File: src/sv/mqdd_pkg.sv
// ----------------------------------------------------------------------------
// mqdd_pkg
// Shared types, constants and helpers for the multi-encoder quadrature
// detent decoder: entry layout, register indexes, port widths, Gray table.
// ----------------------------------------------------------------------------
package mqdd_pkg;

    // Default encoder count and configuration reset values
    localparam int NUM_ENCODERS_DEF = 16;
    localparam logic [3:0]  STEPS_RESET   = 4'd4;
    localparam logic [15:0] HOLDOFF_RESET = 16'd20;

    // Configuration register indexes
    localparam int CFG_IDX_W  = 1;
    localparam int CFG_DATA_W = 16;
    localparam logic [CFG_IDX_W-1:0] REG_STEPS   = 1'd0;
    localparam logic [CFG_IDX_W-1:0] REG_HOLDOFF = 1'd1;

    // Item kinds carried in tuser
    localparam logic KIND_SAMPLE = 1'b0;
    localparam logic KIND_INIT   = 1'b1;

    // Stream widths
    localparam int IDX_W       = 4;
    localparam int TIME_W      = 32;
    localparam int ACC_W       = 6;
    localparam int IN_TDATA_W  = 40;
    localparam int OUT_TDATA_W = 8;

    // Per-encoder state entry
    typedef struct packed {
        logic [1:0]        last_pins;
        logic [1:0]        rest_pins;
        logic              armed;
        logic [ACC_W-1:0]  acc;
        logic [TIME_W-1:0] last_time;
    } enc_entry_t;

    localparam enc_entry_t ENTRY_RESET = '{
        last_pins: 2'd3,
        rest_pins: 2'd3,
        armed:     1'b1,
        acc:       '0,
        last_time: '0
    };

    // Pin code {b, a} to Gray position
    function automatic logic [1:0] gray_pos(input logic [1:0] code);
        logic [1:0] pos;
        case (code)
            2'd0:    pos = 2'd0;
            2'd1:    pos = 2'd1;
            2'd2:    pos = 2'd3;
            2'd3:    pos = 2'd2;
            default: pos = 2'd0;
        endcase
        return pos;
    endfunction

endpackage

File: src/sv/multi_quadrature_detent_decoder_core.sv
// An accepted item is captured in stage 1; its event is then loaded into the output register.
// Throughput: one item per cycle while no event waits on a full output register; the per-encoder
// read-modify-write on the state memory forwards the write to a read of the same entry.
// The pipeline holds an item only when it has an event and the output register is full.
// Reset (rst_n, async, active low) clears the pipeline and the per-entry valid bits
// (every encoder reads as idle, armed, rest pins 3) and loads the configuration reset values.
// ----------------------------------------------------------------------------
// multi_quadrature_detent_decoder_core
// Quadrature decoder for several rotary encoders with per-encoder state in
// one synchronous memory; emits clockwise / counter-clockwise detent items.
// ----------------------------------------------------------------------------
module multi_quadrature_detent_decoder_core
    import mqdd_pkg::*;
#(
    parameter int NUM_ENCODERS = NUM_ENCODERS_DEF
) (
    input  logic                   clk,
    input  logic                   rst_n,
    // input stream
    input  logic                   s_tvalid,
    output logic                   s_tready,
    // s_tdata: [3:0] encoder_index, [4] pin_a, [5] pin_b, [37:6] now_ms, [39:38] zero
    input  logic [IN_TDATA_W-1:0]  s_tdata,
    // s_tuser: [0] kind
    input  logic [0:0]             s_tuser,
    // event stream
    output logic                   m_tvalid,
    input  logic                   m_tready,
    // m_tdata: [3:0] event_encoder, [4] clockwise, [7:5] zero
    output logic [OUT_TDATA_W-1:0] m_tdata,
    // configuration write port
    input  logic                   cfg_we,
    input  logic [CFG_IDX_W-1:0]   cfg_index,
    input  logic [CFG_DATA_W-1:0]  cfg_wdata
);

    localparam int AW = (NUM_ENCODERS > 1) ? $clog2(NUM_ENCODERS) : 1;

    // Configuration registers
    logic [3:0]  steps_reg;
    logic [15:0] holdoff_reg;

    // Stage 1 control and payload
    logic              s1_valid_reg, s1_valid_next;
    logic              s1_kind_reg;
    logic [IDX_W-1:0]  s1_idx_reg;
    logic [1:0]        s1_code_reg;
    logic [TIME_W-1:0] s1_now_reg;

    // Memory and read path
    enc_entry_t        entry_mem [NUM_ENCODERS];
    logic [NUM_ENCODERS-1:0] entry_vld_reg;
    enc_entry_t        rd_q_reg;
    logic              rd_vld_reg;
    logic              fwd_hit_reg;
    enc_entry_t        fwd_data_reg;

    // Output register
    logic              m_tvalid_reg;
    logic [IDX_W-1:0]  m_idx_reg;
    logic              m_cw_reg;

    logic              accept;
    logic [AW-1:0]     rd_addr;
    logic [AW-1:0]     wr_addr;
    logic              s1_in_range;
    logic              mem_we;
    logic              s1_go;
    logic              s1_emit;
    logic              out_free;
    enc_entry_t        cur_entry;
    enc_entry_t        wr_entry;
    logic              emit_raw;
    logic              dir_cw;

    // Address from the 4-bit index, widened before the range check
    logic [8:0] in_idx_ext;
    logic [8:0] s1_idx_ext;
    assign in_idx_ext  = {5'd0, s_tdata[3:0]};
    assign s1_idx_ext  = {5'd0, s1_idx_reg};
    assign rd_addr     = in_idx_ext[AW-1:0];
    assign wr_addr     = s1_idx_ext[AW-1:0];
    assign s1_in_range = (s1_idx_ext < 9'(NUM_ENCODERS));

    // Handshake and pipeline advance
    assign out_free      = !m_tvalid_reg || m_tready;
    assign s1_emit       = s1_valid_reg && s1_in_range && emit_raw;
    assign s1_go         = s1_valid_reg && (!s1_emit || out_free);
    assign s_tready      = !s1_valid_reg || s1_go;
    assign accept        = s_tvalid && s_tready;
    assign mem_we        = s1_go && s1_in_range;
    assign s1_valid_next = accept ? 1'b1 : (s1_go ? 1'b0 : s1_valid_reg);

    // Configuration writes
    always_ff @(posedge clk or negedge rst_n)
    begin
        if (!rst_n)
        begin
            steps_reg   <= STEPS_RESET;
            holdoff_reg <= HOLDOFF_RESET;
        end
        else if (cfg_we)
        begin
            case (cfg_index)
                REG_STEPS:   steps_reg   <= cfg_wdata[3:0];
                REG_HOLDOFF: holdoff_reg <= cfg_wdata[15:0];
                default:     ;
            endcase
        end
    end

    // Stage 1 valid and per-entry valid bits
    always_ff @(posedge clk or negedge rst_n)
    begin
        if (!rst_n)
        begin
            s1_valid_reg  <= 1'b0;
            entry_vld_reg <= '0;
        end
        else
        begin
            s1_valid_reg <= s1_valid_next;
            if (mem_we)
                entry_vld_reg[wr_addr] <= 1'b1;
        end
    end

    // Capture item and issue the read; forward a same-entry write
    always_ff @(posedge clk)
    begin
        if (mem_we)
            entry_mem[wr_addr] <= wr_entry;
        if (accept)
        begin
            s1_kind_reg  <= s_tuser[0];
            s1_idx_reg   <= s_tdata[3:0];
            s1_code_reg  <= {s_tdata[5], s_tdata[4]};
            s1_now_reg   <= s_tdata[37:6];
            rd_q_reg     <= entry_mem[rd_addr];
            rd_vld_reg   <= entry_vld_reg[rd_addr];
            fwd_hit_reg  <= mem_we && (wr_addr == rd_addr);
            fwd_data_reg <= wr_entry;
        end
    end

    // Select current entry: forwarded write, stored data or reset value
    always_comb
    begin
        if (fwd_hit_reg)
            cur_entry = fwd_data_reg;
        else if (rd_vld_reg)
            cur_entry = rd_q_reg;
        else
            cur_entry = ENTRY_RESET;
    end

    // Decode step, accumulate, test the detent threshold and holdoff; handle init and re-arm
    logic [1:0]        g_new;
    logic [1:0]        g_old;
    logic signed [3:0] diff;
    logic signed [3:0] delta;
    logic signed [ACC_W-1:0] acc_sum;
    logic signed [ACC_W-1:0] thr;
    logic              up;
    logic              down;
    logic [TIME_W-1:0] elapsed;
    logic              hold_ok;

    always_comb
    begin
        g_new   = gray_pos(s1_code_reg);
        g_old   = gray_pos(cur_entry.last_pins);
        diff    = $signed({2'b00, g_new}) - $signed({2'b00, g_old});
        if (diff > 4'sd2)
            delta = diff - 4'sd4;
        else if (diff < -4'sd2)
            delta = diff + 4'sd4;
        else
            delta = diff;
        acc_sum = $signed(cur_entry.acc) + $signed({{(ACC_W-4){delta[3]}}, delta});
        thr     = $signed({{(ACC_W-4){1'b0}}, steps_reg});
        up      = (acc_sum >= thr);
        down    = !up && (acc_sum <= -thr);
        elapsed = s1_now_reg - cur_entry.last_time;
        hold_ok = (elapsed >= {16'd0, holdoff_reg});

        wr_entry = cur_entry;
        emit_raw = 1'b0;
        dir_cw   = 1'b0;
        if (s1_kind_reg == KIND_INIT)
        begin
            wr_entry.last_pins = s1_code_reg;
            wr_entry.rest_pins = s1_code_reg;
            wr_entry.armed     = 1'b1;
            wr_entry.acc       = '0;
            wr_entry.last_time = '0;
        end
        else if (s1_code_reg != cur_entry.last_pins)
        begin
            wr_entry.last_pins = s1_code_reg;
            wr_entry.acc       = acc_sum;
            if (cur_entry.armed)
            begin
                if (up || down)
                begin
                    if (hold_ok)
                    begin
                        wr_entry.last_time = s1_now_reg;
                        wr_entry.armed     = 1'b0;
                        emit_raw           = 1'b1;
                        dir_cw             = up;
                    end
                    wr_entry.acc = '0;
                end
            end
            else
            begin
                wr_entry.acc = '0;
            end
            // back at rest: re-arm
            if (s1_code_reg == cur_entry.rest_pins)
            begin
                wr_entry.armed = 1'b1;
                wr_entry.acc   = '0;
            end
        end
    end

    // Output register: load on event, drop when taken
    always_ff @(posedge clk or negedge rst_n)
    begin
        if (!rst_n)
            m_tvalid_reg <= 1'b0;
        else if (s1_go && s1_emit)
            m_tvalid_reg <= 1'b1;
        else if (m_tready)
            m_tvalid_reg <= 1'b0;
    end

    always_ff @(posedge clk)
    begin
        if (s1_go && s1_emit)
        begin
            m_idx_reg <= s1_idx_reg;
            m_cw_reg  <= dir_cw;
        end
    end

    assign m_tvalid = m_tvalid_reg;
    assign m_tdata  = {3'b000, m_cw_reg, m_idx_reg};

    // Input is held back only while an event waits on a full output register
    a_ready_only_on_full_out: assert property (
        @(posedge clk) disable iff (!rst_n)
        !s_tready |-> (s1_valid_reg && m_tvalid_reg && !m_tready)
    ) else $error("input stalled without a blocked event");

    // A new event appears only from an item that sat in stage 1
    a_event_from_stage1: assert property (
        @(posedge clk) disable iff (!rst_n)
        $rose(m_tvalid) |-> $past(s1_valid_reg)
    ) else $error("event without a stage 1 item");

    // An emitted event clears the accumulator and leaves the entry disarmed unless the pins sit at rest
    a_event_disarms: assert property (
        @(posedge clk) disable iff (!rst_n)
        (s1_go && s1_emit) |->
            (wr_entry.acc == '0) &&
            (!wr_entry.armed || (s1_code_reg == cur_entry.rest_pins))
    ) else $error("event left entry armed or accumulator nonzero");

    // A forwarded read only follows a real write in the same cycle
    a_fwd_needs_write: assert property (
        @(posedge clk) disable iff (!rst_n)
        $past(accept) && fwd_hit_reg |-> $past(mem_we)
    ) else $error("forwarding without a memory write");

endmodule

File: config.mk
export PLATFORM = sky130hd
export DESIGN_NAME = multi_quadrature_detent_decoder_core
export DESIGN_NICKNAME = d
export VERILOG_FILES = /design/src/sv/mqdd_pkg.sv /design/src/sv/multi_quadrature_detent_decoder_core.sv
export SDC_FILE = /design/constraint.sdc
export NUM_CORES = 1
export LEC_CHECK = 0
export BUFFER_PORTS_ARGS = -buffer_cell sky130_fd_sc_hd__buf_2
export CAP_MARGIN = 20
export CORE_AREA = 5 5 250 252
export CTS_CLUSTER_DIAMETER = 40
export DETAILED_ROUTE_END_ITERATION = 16
export DIE_AREA = 0 0 255 257
export PLACE_DENSITY = 0.84
export SKIP_LAST_GASP = 1
export SLEW_MARGIN = 20
export SYNTH_ARGS = -nofsm -noshare
export SYNTH_HDL_FRONTEND = slang
export SYNTH_SLANG_ARGS = --single-unit
export TNS_END_PERCENT = 50
File: constraint.sdc
create_clock -name clk -period 29.8 [get_ports clk]
set_clock_uncertainty 0.05 [all_clocks]
set_input_delay 0 -clock clk [delete_from_list [all_inputs] [get_ports clk]]
set_output_delay 0 -clock clk [all_outputs]
set_load 0.1 [all_outputs]
# After elaboration in Yosys (flattened, before gate mapping)
# Memories as Yosys holds them, arrays and structs flattened. A register that Yosys moved wholly into a read port is not among the register bits.
# Index checks and enable logic that the tools add are counted.
# classes
eq_ne	9
n_mux	33
order_cmp	9
bitwise_logic	6
add_sub_neg	6
reduce_logical	24
# ops
operator	count
2-to-1 mux 39 bit	3
2-to-1 mux 43 bit	2
2-to-1 mux 32 bit	2
>= comparator 32 x 16 -> 1 bit	1
subtractor 32 bit	1
bitwise OR 16 bit	1
case mux 2 bit (4 select lines)	2
< comparator 4 x 5 -> 1 bit, second input constant	3
2-to-1 mux 1 bit	15
logical AND 1 bit	9
== test 2 bit, second input constant	4
2-to-1 mux 4 bit	2
2-to-1 mux 7 bit	1
adder 6 x 4 -> 6 bit	1
>= comparator 6 x 5 -> 1 bit	1
<= comparator 6 bit	1
2-to-1 mux 2 bit	3
2-to-1 mux 6 bit	1
negation 4 -> 6 bit	1
inverter 1 bit	5
OR reduction 5 bit	1
adder 3 x 4 -> 4 bit, second input constant	1
binary-select mux 1 bit (select 4 bit)	1
demux 1 bit (select 4 bit)	1
14 further kinds	24
# totals
mem_bits_rw	688
input_bits	63
regBits	127
word_cells	106
memories	1
# mem_list
memory	depth	width	rd	rd_clocked_by_memory_dff	wr	line_no	text
entry_mem	16	43	1	1	1	multi_quadrature_detent_decoder_core.sv:51	enc_entry_t entry_mem [NUM_ENCODERS];

# Logic depth before layout (Yosys ltp)
# depth
word_depth	24
depth_mapped	26
depth_no_buf	22

# Least setup slack after synthesis
# No wires, ideal clock.
# synth_timing
kind	reg-to-reg
from	register fwd_hit_reg
to	register fwd_data_reg[0] in the netlist's numbering, enable pin
setup_slack_ns	17.972
setup_ns	0.689
arrival_time_ns	11.089
t_required_ns	29.061
path_buffers	4
stages_incl_launch_ff	27
cell_sequence	edfxtp_1 > nor2b_1 > clkbuf_1 > clkbuf_1 > a22oi_1 > ha_1 > a21o_1 > a31oi_1 > a21oi_1 > o21ai_0 > nand2b_1 > a21oi_1 > xnor2_1 > ha_1 > a21o_1 > a21o_1 > a21oi_1 > nor2_1 > a21oi_1 > o211ai_1 > or4_1 > nor4_1 > nand4_1 > and3_4 > buf_6 > buf_6 > a31oi_1
# synth_between
elab_chain_cells	22
elab_cells_between_ends	33
classes_between	add/sub (5); order compare (5); eq/ne (4); mux (9); reduce/logical (10)
# synth_lines
item	line_no	text
start, declared	multi_quadrature_detent_decoder_core.sv:55	logic fwd_hit_reg;
start signal, assigned	multi_quadrature_detent_decoder_core.sv:141	fwd_hit_reg <= mem_we && (wr_addr == rd_addr);
2-to-1 mux 43 bit (*)	multi_quadrature_detent_decoder_core.sv:149	if (fwd_hit_reg)
== test 2 bit (tied with other cells)	mqdd_pkg.sv:50	case (code)
case mux 2 bit (4 select lines)	mqdd_pkg.sv:50	
subtractor 2 x 2 -> 3 bit	multi_quadrature_detent_decoder_core.sv:173	diff = $signed({2'b00, g_new}) - $signed({2'b00, g_old});
adder 3 x 4 -> 4 bit / < comparator 3 x 2 -> 1 bit (equally long branches)	multi_quadrature_detent_decoder_core.sv:177, multi_quadrature_detent_decoder_core.sv:176	
2-to-1 mux 4 bit	multi_quadrature_detent_decoder_core.sv:176	else if (diff < -4'sd2)
2-to-1 mux 4 bit	multi_quadrature_detent_decoder_core.sv:174	if (diff > 4'sd2)
adder 6 x 4 -> 6 bit	multi_quadrature_detent_decoder_core.sv:180	acc_sum = $signed(cur_entry.acc) + $signed({{(ACC_W-4){delta[3]}}, delta});
(+7 left out)	n/a	
2-to-1 mux 1 bit (*)	multi_quadrature_detent_decoder_core.sv:190	if (s1_kind_reg == KIND_INIT)
logical AND 1 bit (*)	multi_quadrature_detent_decoder_core.sv:87	assign s1_emit = s1_valid_reg && s1_in_range && emit_raw;
zero test 1 bit (*)	multi_quadrature_detent_decoder_core.sv:88	assign s1_go = s1_valid_reg && (!s1_emit || out_free);
logical OR 1 bit (*)	multi_quadrature_detent_decoder_core.sv:88	
logical AND 1 bit (*)	multi_quadrature_detent_decoder_core.sv:88	
logical OR 1 bit (*)	multi_quadrature_detent_decoder_core.sv:89	assign s_tready = !s1_valid_reg || s1_go;
logical AND 1 bit (*)	multi_quadrature_detent_decoder_core.sv:90	assign accept = s_tvalid && s_tready;
named net accept	multi_quadrature_detent_decoder_core.sv:63	logic accept;
end signal, assigned	multi_quadrature_detent_decoder_core.sv:142	fwd_data_reg <= wr_entry;
end, declared	multi_quadrature_detent_decoder_core.sv:56	enc_entry_t fwd_data_reg;
# The timed path passes the listed nets; every way through them passes the cells marked *.
# A chain may end at the register's enable or synchronous reset.

# Worst setup path in the final report
# layout_timing
from	register fwd_hit_reg
to	memory entry_mem[10][0] in the netlist's numbering, enable pin
# layout_between
elab_chain_cells	23
elab_cells_between_ends	34
classes_between	add/sub (5); order compare (5); eq/ne (4); mux (11); reduce/logical (9)
# layout_lines
item	line_no	text
2-to-1 mux 43 bit (*)	multi_quadrature_detent_decoder_core.sv:149	
== test 2 bit (tied with other cells)	mqdd_pkg.sv:50	
case mux 2 bit (4 select lines)	mqdd_pkg.sv:50	
subtractor 2 x 2 -> 3 bit	multi_quadrature_detent_decoder_core.sv:173	
adder 3 x 4 -> 4 bit / < comparator 3 x 2 -> 1 bit (equally long branches)	multi_quadrature_detent_decoder_core.sv:177, multi_quadrature_detent_decoder_core.sv:176	
2-to-1 mux 4 bit	multi_quadrature_detent_decoder_core.sv:176	
2-to-1 mux 4 bit	multi_quadrature_detent_decoder_core.sv:174	
adder 6 x 4 -> 6 bit	multi_quadrature_detent_decoder_core.sv:180	
(+7 left out)	n/a	
2-to-1 mux 1 bit (*)	multi_quadrature_detent_decoder_core.sv:190	
logical AND 1 bit (*)	multi_quadrature_detent_decoder_core.sv:87	
zero test 1 bit (*)	multi_quadrature_detent_decoder_core.sv:88	
logical OR 1 bit (*)	multi_quadrature_detent_decoder_core.sv:88	
logical AND 1 bit (*)	multi_quadrature_detent_decoder_core.sv:88	
logical AND 1 bit (*)	multi_quadrature_detent_decoder_core.sv:91	assign mem_we = s1_go && s1_in_range;
2-to-1 mux 1 bit (*)	multi_quadrature_detent_decoder_core.sv:131	if (mem_we)
2-to-1 mux 1 bit (implied by the code) (*)	multi_quadrature_detent_decoder_core.sv:132	entry_mem[wr_addr] <= wr_entry;
end, declared	multi_quadrature_detent_decoder_core.sv:51	
# Mark *: on every way between the ends. The rest lies on a longest branch, timed or not.

==> results.md <==
- Top Metal Used: met4
- Comb pwr share: 0.197
- Clock Tree Buf Depth: 3
- Period Utilization, post-route: 0.277
- RSZ-0062 raised after global routing: no
- Fmax: 0.121 GHz
- Min Hold Slack: 0.0229 ns
- Relative slew slack: 0.258
- DRC viols: 0
- Metal-1 WL: 30,100 um
- Tightest Pin Transition: 1.11 ns
- CP Launch Type: flip-flop
- Hold Vio Cnt, Final: 0
- Status: completed
- Netlist cell types: 74
- P&R area growth vs syn: 15.5%
- Critical Path AT: 8.50 ns
- NetSw: 1.01 mW
- Sw Ratio: 0.284
- Antenna Diode Count: 0
- Nets@finish: 2,144
- Hold_buf cts: 86
- Seq/Total Area, Yosys: 0.717
- Num rows: 90
- Max Fanout on Critical Path: 40
- Metal3 WL: 9240 um
- Met2 WL: 45,000 um
- Internal Power: 2.54 mW
- CTS tree: built
- Num CTS Buffers: 101
- H-tree depth: 3
- I/O Pins: 73
- Post-CTS Setup Bufs: 0
- Die area: 0.0655 sq mm
- Post-cts sizing count: 0
- FF+latch count, synth: 858
- Clock sink count: 858
- Placeable Area: 0.0599 sq mm
- Sequential power share: 0.448
- Worst EP required: 30.03 ns
- # setup viols final: 0
- Post-synth EDFFs: 820
- Width of the die: 255 um
- Via count: 19.4k
- Syn Area/Cell: 19.5 sq um
- Clk_lat worst skew: 0.68 ns
- Clk pwr share: 0.355
- WL/cell: 30.5 um
- Total grt overflow: 0
- PwrDens: 86.2 mW/mm^2
- Gr usage total: 0.271
- Starting DRC count in detailed routing: 2,754
- Final slew viol count: 0
- First-pass GRT wire length: 131,000 um
- Post-DP HPWL: 42,600 um
- Yosys warning count: 0
- Initial Util: 0.595
- Setup TNS Final: 0 ns
- Share of cells above drive strength 1: 0.276
- CTS root buf: clkbuf_16
- Filler cell count: 3,476
- Top FF cell, synth: edfxtp_1
- Port bufs: 67
- Detailed Route WL: 88,000 um
- CP Class: flip-flop to flip-flop
- Ys async rst share: 0.0443
- Detailed Routing Iterations Pass 1: 6
- Routability cong.: 0.904
- Hold Path Class: input port to flip-flop
- Largest net degree at the start of global routing: 128
- Initial antenna violation count: 0
- Post-Syn Area: 0.0357 sq mm
- Mapped Cells: 1,829
- Max VDD drop: 0.0898 mV
- Crit end category: flip-flop
- Lkg Pwr: 14.1 nW
- Total of max-cap violations: 0
- Avg Vias per Cell: 6.74
- CTS clk-pin slew, worst paths: 0.05 ns
- Post-route ant nets: 0
- Die height: 257 um
- Vias in the first global route: 20.4k
- Min cycle time layout: 8.26 ns
- Max reg flops: 688
==> layout by cell type (no fill, tap or decap), drive strengths merged, types with 10 or more instances in the layout <==
master       count
nand2b          10
ha              66
dfrtp           35
mux2            49
and3            19
xor2            15
a211oi          11
bufinv          10
clkbuf         118
nand2           52
a21o            13
edfxtp         820
nor2            70
o21ai           29
inv             55
mux4           220
nor2b           43
xnor2           23
nand3           10
dlygate4sd3     85
clkinv          36
nand4           14
a22oi           32
buf             98
a21oi           49
==> cells in the mapped netlist, drive strengths merged, types with 8 or more instances <==
cell      n  share of area
dfrtp    35          0.025
xnor2    23         0.0056
xor2     15         0.0037
mux4    220           0.14
clkbuf   72         0.0076
nand2    52         0.0057
a211oi   11         0.0026
and4      9         0.0022
a21oi    49         0.0069
mux2     49          0.017
and3     19         0.0035
o21ai    29         0.0041
a21o     13         0.0027
a41o      8         0.0022
nand4    14         0.0025
nor2b    43         0.0076
a22oi    32         0.0067
nand3    10         0.0014
nand2b   10         0.0018
ha       66          0.023
nor2     70         0.0074
inv      34         0.0036
buf      32         0.0048
o21a      9         0.0019
a31o      9         0.0022
a31oi     9         0.0016
edfxtp  820           0.69
==> worst max-delay path, stage by stage, from the launching register on <==
cell and delay (ns):
edfxtp_1 0.37, buf_4 0.36, nor2b_4 0.52, buf_4 0.52, a22oi_1 0.18, ha_1 0.43, and2_1 0.24, and3_1 0.22
a221o_1 0.31, a21oi_1 0.40, xnor2_1 0.20, ha_1 0.28, nand4_1 0.16, nor3_1 0.08, a21oi_1 0.30, o211ai_1 0.13
or4_1 0.51, nor4_1 0.30, nand4_1 0.36, nand4_1 0.51, and3_2 0.73, buf_4 0.64
==> worst paths after layout <==
path | start | end | slack [ns] | cells past startpoint
worst max-delay path | fwd_hit_reg | entry_mem[10][0] | 21.54 | 21
worst min-delay path | s_tdata[34] | s1_now_reg[28] | 0.02 | 2
worst max register to register | fwd_hit_reg | entry_mem[10][0] | 21.54 | 21
worst min register to register | entry_vld_reg[0] | entry_vld_reg[0] | 0.42 | 1
max in group asynchronous | rst_n | entry_vld_reg[0] | 28.90 | 4
min in group asynchronous | rst_n | holdoff_reg[4] | 0.52 | 3
==> stage by stage <==
stage	std cells	utilization	setup WS, ns	total power [mW]	cell area, sq um
after global placement	2605	0.615	21.59	2.22	36800
after CTS	2881	0.687	21.30	3.53	41200
final	2882	0.688	21.54	3.55	41200
after global routing	2882	0.688	21.29	3.67	41200
after floorplan	1831	-	17.97	2.08	35700
after detailed placement	2605	0.615	21.38	2.26	36800
==> routing by layer <==
metal / vias up / global-route usage
li1: 7899 / -
met1: 9865 / 0.357
met2: 1399 / 0.454
met3: 272 / 0.0519
met4: 0 / 0.107
met5: - / 0
==> power groups by stage <==
| stage | registers (mW) | clock network (mW) | logic [mW] |
|---|---|---|---|
| 2_1_floorplan | 1.61 | 0 | 0.470 |
| 3_3_place_gp | 1.61 | 0 | 0.611 |
| 3_5_place_dp | 1.61 | 0 | 0.650 |
| 4_1_cts | 1.59 | 1.27 | 0.671 |
| 5_1_grt | 1.60 | 1.33 | 0.745 |
| 6_report | 1.59 | 1.26 | 0.699 |
==> final cells by class <==
cell class / instances / area (sq um) / area share
multi-input combinational: 835 / 9570 / 0.232
timing repair buffer: 183 / 1470 / 0.0357
clock inverter: 72 / 813 / 0.0197
tap: 782 / 978 / 0.0237
sequential: 858 / 25600 / 0.621
inverter: 34 / 128 / 0.00310
clock buffer: 118 / 2660 / 0.0646
==> cell families after synthesis <==
| family | share of synthesized area |
|---|---|
| buf+inv | 0.0160 |
| simple gates | 0.0358 |
| flops | 0.717 |
| compound gates | 0.0411 |
| mux | 0.156 |
| other cells | 0.000105 |
| fa+ha+maj | 0.0243 |
| xor+xnor | 0.00933 |
Power figures use the tool's default switching activity.
